### src/rtl/core/gscar_ram.sv
// ----------------------------------------------------------------------------
// gscar_ram
// Generic simple dual-port RAM, one write and one registered read port.
// ----------------------------------------------------------------------------
`default_nettype none

module gscar_ram #(
   parameter int WIDTH = 8,
   parameter int DEPTH = 64,
   localparam int AW = (DEPTH > 1) ? $clog2(DEPTH) : 1
) (
   input  logic             clock,
   input  logic             wr_en,
   input  logic [AW-1:0]    wr_addr,
   input  logic [WIDTH-1:0] wr_data,
   input  logic             rd_en,
   input  logic [AW-1:0]    rd_addr,
   output logic [WIDTH-1:0] rd_data
);

   logic [WIDTH-1:0] mem_ff [DEPTH];
   logic [WIDTH-1:0] rd_data_ff;

   always_ff @(posedge clock) begin
      if (wr_en) begin
         mem_ff[wr_addr] <= wr_data;
      end
      if (rd_en) begin
         rd_data_ff <= mem_ff[rd_addr];
      end
   end

   assign rd_data = rd_data_ff;

endmodule

`default_nettype wire

### config.mk
export PLATFORM = sky130hd
export DESIGN_NAME = gscar_ram
export DESIGN_NICKNAME = d
export VERILOG_FILES = /design/src/rtl/core/gscar_ram.sv
export SDC_FILE = /design/constraint.sdc
export NUM_CORES = 1
export LEC_CHECK = 0
export ABC_AREA = 1
export BUFFER_PORTS_ARGS = -buffer_cell sky130_fd_sc_hd__buf_4
export CORE_UTILIZATION = 41
export CTS_BUF_LIST = sky130_fd_sc_hd__clkbuf_4
export CTS_CLUSTER_DIAMETER = 30
export CTS_CLUSTER_SIZE = 16
export DETAILED_ROUTE_END_ITERATION = 8
export GPL_ROUTABILITY_DRIVEN = 0
export PLACE_DENSITY_LB_ADDON = 0.1
export SKIP_LAST_GASP = 1
export SYNTH_ARGS = -nofsm -noshare
export SYNTH_HDL_FRONTEND = slang
export SYNTH_SLANG_ARGS = --single-unit
### constraint.sdc
create_clock -name clock -period 2.4 [get_ports clock]
set_clock_uncertainty 0.1 [all_clocks]
set_input_delay 0.24 -clock clock [delete_from_list [all_inputs] [get_ports clock]]
set_output_delay 0.24 -clock clock [all_outputs]
set_load 0.02 [all_outputs]
# == Word level (Yosys, flattened, before mapping) ==
# Memory sizes are Yosys's and may differ from the RTL's. A register that Yosys moved wholly into a read port is not among the register bits.
# Cells that the tools add are included.
# totals
n_memories,1
rom_bits,0
inputBits,23
ff_bits,0
latchBits,0
ramBits,512
wordCells,3
output_inout_bits,8
# mem_list
memory,words,width,read_ports,rd_clocked_by_memory_dff,write_ports,line_no,text
mem_ff,64,8,1,1,1,21,logic [WIDTH-1:0] mem_ff [DEPTH];
# classes
eq_ne,0
n_lt_le_gt_ge,0
muxes,2
bitwise_logic,0
n_mul,0
n_addsub,0
shift,0
reduce_logical,0
div_mod_pow,0
# ops
cell,n
2-to-1 mux 1 bit,2

# == Longest topological paths before layout ==
# Gate-level depths: netlist (run 1).
# logic_depth
word_depth,2
mapped_depth,12
ltp_nobuf,9

# == Worst setup path before layout (run 1) ==
# OpenSTA, ideal clock, no wires.
# synth_timing
path_type,in2reg
from,input port wr_en
to,"memory mem_ff[48][0], enable pin"
path_stages,3
slack_ps,294
arrival_ps,1611
n_path_buf,1
required_time_ps,1905
setup_ps,395
cell_sequence,clkbuf_1 nand4_1 nor4_1
# synth_between
elab_chain_cells,2
# synth_lines
element,line_no,text
start: declaration,13,"input logic wr_en,"
2-to-1 mux 1 bit,25,if (wr_en) begin
2-to-1 mux 1 bit (not written as such),26,mem_ff[wr_addr] <= wr_data;
end: declaration,21,
# Every way passes these cells.

==> impl_results.md, run 1 <==
* Status: completed
* WP data arrival at ~2700 ps
* Syn Std Cell Area at 0.0214 sq mm
* Largest net degree at the start of global routing at 74
* Cells after Synth at 1,805
* Crit path required time at between 2000 and 3000 ps
* Vias/cell at just over 5
* Crit-path slowest cell: dlygate4sd3_1
* Setup TNS at 0 ps
* CTS Buf Count at about 120
* Peak VDD IR at just under 0.4 mV
* Final setup viols at 0
* Drc violations at 0
* Sequential fraction of the synthesis area at 0.729
* # fillers at 4,745
* Tot Pwr at 20.5 mW
* Top cells by area, synth: edfxtp_1, nand2_1, nand3_1
* Antenna violations before repair at 3
* Worst-skew pair later-pin latency at 890 ps
* Slew Limit Fails at 0
* Clk pin slew, worst setup/hold paths at 100 ps
* First-pass GRT wire length at about 86 mm
* CP Capture Type: flop
* Asr flop ratio synth at 0
* Crit-path cells: dlygate4sd3_1 -> buf_4 -> inv_4 -> buf_12 -> nand3_1 -> nand3_1 -> nand2_1 -> nand2_1 -> nand3_1 -> nand3_1 -> dlygate4sd3_1 -> nand2_1
* Share of cells above drive strength 1 at 0.165
* CTS Sinks at 520
* Hold Path Class: input port to flop
* Number of synthesized flops with an enable pin at 520
* Postcts setup bufs at 0
* Leakage Power at between 9 and 10 nW
* Slowest Stage Delay on Critical Path at 550 ps
* Count leader, synth: nand2_1
* Mean area per synthesized cell at 11.9 sq um
* Gr usage total at 0.218
* Synthesis-to-finish area growth at 16.3%
* CP Class: input port to flop
* GRT overflow at 0
* # placed instances at between 2,000 and 3,000
* H-tree depth at 3
* Die area at about 0.053 sq mm
* Detail Route Antenna Nets at 0
* Final Hold Viols at 0
* Actual slew at the worst max-slew pin at 864 ps
* Cell area power density at 825 mW/mm^2
* FP Rows at a little over 80
* DRT iter0 DRCs at around 1,200
* Worst setup margin at ~190 ps
* Die Y at about 230 microns
* Vias in the first global route at approximately 14,000
* Period minus WS final at 2210 ps
* Initial Util at 0.416
* Period utilization at 0.921
* CTS root buf: clkbuf_4
* CORE AREA at just over 0.05 sq mm
* Max frequency at 0.452 GHz
* Layout Nets at ~2,000
* Setup crit start kind: input port
* Synthesis warning total at 0
* Synth area leader: edfxtp_1
* DR vias at approximately 14,000
* Syn_nets at around 1,800
* Final wirelength at around 57 mm
* Footprint of the multi-input gates at roughly 0.005 sq mm
* Non-filler cells, final at about 2,700
* Top cell by count, worst path: nand3_1
* I/O Pins at 31
* Die W at 231 microns
* Post-DP HPWL at approximately 32 mm
* Drt pass-1 iters at 5
* Unrepaired setup endpoints after global routing: no
* Hold WS at between 100 and 150 ps
* Rel. slew slack at 0.424
* IO Port Bufs at 30
* Yosys reg bits at between 500 and 600
* CTS tree: done
* Storage cell area at roughly 0.016 sq mm
* Post-placement setup slack at ~330 ps
* Synth unique cells at 15
* Post-cts gate resize count at 0
* Crit path max fanout at slightly below 60
* DR WL/cell at 20.7 microns
* Most used flip-flop cell after synthesis: edfxtp_1
* Top post-synthesis cells by count: nand2_1, edfxtp_1, nand3_1
* Maximum capacitance violations at 0
* Clock tree buffer depth at 3
* Top-area cell type share of the netlist area at 0.729
## metrics by stage
step	util	cell area, sq um
floorplan	-	21400
global placement	0.440	22600
detailed placement	0.440	22600
CTS	0.484	24900
global route	0.484	24900
finish	0.484	24900
## cell families (layout without fill, tap and decap cells)
| family | count (synthesis) | count (layout) | share of synthesized area |
|---|---|---|---|
| simple gates | 1160 | 1160 | 0.231 |
| flops | 520 | 520 | 0.729 |
| buf+inv | 125 | 384 | 0.0401 |
| other cells | 0 | 2 | 0 |
## cell usage in the layout, fill, tap and decap left out, drive strengths merged
cell / synthesis / layout
buf: 98 / 131
bufinv: 0 / 22
clkbuf: 15 / 132
clkinv: 0 / 46
clkinvlp: 0 / 16
diode: 0 / 2
dlygate4sd3: 0 / 21
edfxtp: 520 / 520
inv: 12 / 16
nand2: 648 / 648
nand3: 439 / 439
nand4: 9 / 9
nor2: 56 / 56
nor4: 8 / 8
## final timing paths
path | startpoint | endpoint | slack [ps] | depth (start not counted)
min reg2reg | mem_ff[8][7] | rd_data[7] | 770 | 8
max | rd_addr[1] | rd_data[3] | 190 | 12
min | rd_addr[3] | rd_data[7] | 110 | 6
max reg2reg | mem_ff[37][3] | rd_data[3] | 350 | 9
## worst max-delay path: cells and delay by family
kind                   cells  cell delay (ps)
buffers and inverters      5             1670
AND/OR/NAND/NOR            7              770
## state kept, by name, summed over array words and instances, names as in the netlist
register and count:
rd_data 8, mem_ff 512
## power breakdown
part           total, mW  internal [mW]  switching [mW]  leakage (nW)
Sequential          10.1           10.1          0.0299          4.69
Combinational       1.26          0.350           0.914          3.40
Clock               9.19           5.21            3.99          1.08
Total               20.5           15.6            4.93          9.17
## layout make-up
class                           instances  area share
Sequential cell                       520       0.627
Multi-Input combinational cell       1160       0.199
Timing Repair Buffer                  153      0.0555
Clock inverter                         88      0.0431
Clock buffer                          131      0.0395
Tap cell                              680      0.0342
Inverter                               12     0.00221
Antenna cell                            2    0.000201
## metal layers
metal	track usage	up-vias	wire length, microns
li1	-	6768	-
met1	0.308	6898	26300
met2	0.336	394	26100
met3	0.0440	87	3330
met4	0.0710	4	1070
met5	0	-	22
## repair_timing
item / in CTS / in global routing
hold endpoints to repair: 614 / 0
hold buffers: 21 / 0
endpoints found under the setup margin: 0 / 0
Note: power is estimated with default switching activity, not from simulation.
==> inputs of run 2 (changes only) <==
--- a/config.mk
+++ b/config.mk
@@ -14,6 +14,8 @@
 export DETAILED_ROUTE_END_ITERATION = 8
 export GPL_ROUTABILITY_DRIVEN = 0
 export PLACE_DENSITY_LB_ADDON = 0.1
+export REMOVE_ABC_BUFFERS = 1
+export SETUP_SLACK_MARGIN = 0.15
 export SKIP_LAST_GASP = 1
 export SYNTH_ARGS = -nofsm -noshare
 export SYNTH_HDL_FRONTEND = slang
==> run 2 against run 1 <==
Sequential power is essentially flat; critical path depth decreased by 3; non-clock buffer count is 2 higher; critical path type is now flop to flop; design area decreased by 0.42%; largest cell class unchanged.
==> impl_results.md, run 2 (synthesis gave the netlist of run 1 again) <==
* FP Rows at 83 (unchanged)
* Clk pin slew, worst setup/hold paths at 80 ps (-20 ps)
* Gr usage total at 0.224 (+0.00640)
* Post-cts gate resize count at 0 (unchanged)
* IO Port Bufs at 30 (unchanged)
* Cell area power density at 810 mW/mm^2 (-1.8%)
* Highest-count cells in the layout ignoring fill and taps: nand2_1, edfxtp_1, nand3_1
* Worst Hold Launch: wr_addr[5]
* # fillers at 4,787 (+0.89%)
* Die Y at 231 microns (unchanged)
* Setup TNS at 0 ps (unchanged)
* Worst-skew pair later-pin latency at 890 ps (about the same)
* Post-DP HPWL at 33.4 mm (+2.8%)
* Rel. slew slack at 0.440 (+0.0155)
* WP data arrival at 2610 ps (-130 ps)
* Detail Route Antenna Nets at 0 (unchanged)
* Share of cells above drive strength 1 at 0.161 (-0.00403)
* Maximum capacitance violations at 0 (unchanged)
* Most common cell after layout, fill and taps aside: nand2_1
* R2R cell count at 9 (unchanged)
* DR WL/cell at 21.2 microns (+2.4%)
* Vias/cell at 5.17 (+0.42%)
* H-tree depth at 3 (unchanged)
* CTS tree: done
* Crit path required time at 2920 ps (about the same)
* Actual slew at the worst max-slew pin at 840 ps (-23.2 ps)
* Final setup viols at 0 (unchanged)
* Non-filler cells, final at 2,747 (+0.036%)
* Clock tree buffer depth at 3 (unchanged)
* WHS Path Cells at 4 (-2)
* Initial Util at 0.416 (unchanged)
* # placed instances at 2,505 (+0.040%)
* Hold Path Class: input port to flop
* CTS root buf: clkbuf_4
* CP Class: flop to flop
* Synthesis-to-finish area growth at 15.8%
* Crit path max fanout at 1 (-98%)
* Die W at 231 microns (unchanged)
* CORE AREA at 0.0515 sq mm (unchanged)
* DR vias at 14,200 (+0.45%)
* GRT overflow at 0 (unchanged)
* Largest register FFs at 512 (unchanged)
* Final Hold Viols at 0 (unchanged)
* Hold WS at 98.8 ps (-13.3 ps)
* Final wirelength at 58.3 mm (+2.5%)
* CP Launch Point: mem_ff[51][4]
* Die area at 0.0532 sq mm (unchanged)
* Unrepaired setup endpoints after global routing: no
* Leakage Power at 9.14 nW (-0.37%)
* Worst setup margin at 314 ps (+125 ps)
* Drc violations at 0 (unchanged)
* Util after Layout at 0.482 (-0.00202)
* CTS Sinks at 520 (unchanged)
* Post-placement setup slack at 181 ps (-146 ps)
* Slew Limit Fails at 0 (unchanged)
* Status: completed
* DRT iter0 DRCs at 1,048 (-10%)
* Footprint of the multi-input gates at 0.00495 sq mm (unchanged)
* Reg2reg start: mem_ff[51][4]
* Drt pass-1 iters at 5 (unchanged)
* Period minus WS final at 2090 ps (-125 ps)
* First-pass GRT wire length at 88.1 mm (+2.1%)
* Period utilization at 0.869 (-0.0519)
* Setup crit start kind: flop
* Max frequency at 0.479 GHz (+6.0%)
* I/O Pins at 31 (unchanged)
* CTS Buf Count at 116 (-1.7%)
* Antenna violations before repair at 1 (-2)
* Storage cell area at 0.0156 sq mm (unchanged)
* Vias in the first global route at 14,100 (+0.14%)
* CP Capture Type: flop
* Largest net degree at the start of global routing at 109 (+47%)
* Layout Nets at 1,988 (unchanged)
* Peak VDD IR at 0.347 mV (-10%)
* Register name with the most flops: mem_ff
run 2: routing by layer:
layer  global-route usage  wire, microns  vias to the layer above
li1                     -              -                     6776
met1                0.318          27000                     6921
met2                0.350          26900                      436
met3               0.0361           3200                       82
met4               0.0770           1170                        0
met5                    0              0                        -
run 2: worst max-delay path, stage by stage, from the launching register on:
cell and delay [ps]:
edfxtp_1 360, nand2_1 70, nand3_1 110, nand3_1 150
nand2_1 90, nand2_1 60, nand3_1 180, nand3_1 150
dlygate4sd3_1 550, nand2_1 50
run 2: worst paths after layout:
path	slack (ps)	endpoint
worst max-delay path	310	rd_data[4]
worst min-delay path	100	mem_ff[63][4]
worst max register to register	310	rd_data[4]
worst min register to register	750	rd_data[2]
run 2: final cells by class:
type	count	area share
Sequential cell	520	0.629
Multi-Input combinational cell	1160	0.199
Timing Repair Buffer	155	0.0564
Clock buffer	135	0.0409
Clock inverter	84	0.0373
Tap cell	680	0.0343
Inverter	12	0.00222
Antenna cell	1	0.000101
run 2: what timing repair did:
action	CTS	global route
hold endpoints to repair	614	0
hold buffers	22	0
setup buffers	0	0
run 2: stage by stage:
stage / power [mW] / instance area, sq um
after global routing: 20.9 / 24800
final: 20.1 / 24800
after CTS: 20.3 / 24800
after detailed placement: 11.6 / 22600
after floorplan: 10.8 / 20600
after global placement: 11.6 / 22600
run 2: power by group:
| group | switching, mW | internal [mW] | total, mW |
|---|---|---|---|
| Clock | 3.84 | 4.89 | 8.73 |
| Sequential | 0.0299 | 10.1 | 10.1 |
| Combinational | 0.924 | 0.354 | 1.28 |
| Total | 4.79 | 15.3 | 20.1 |
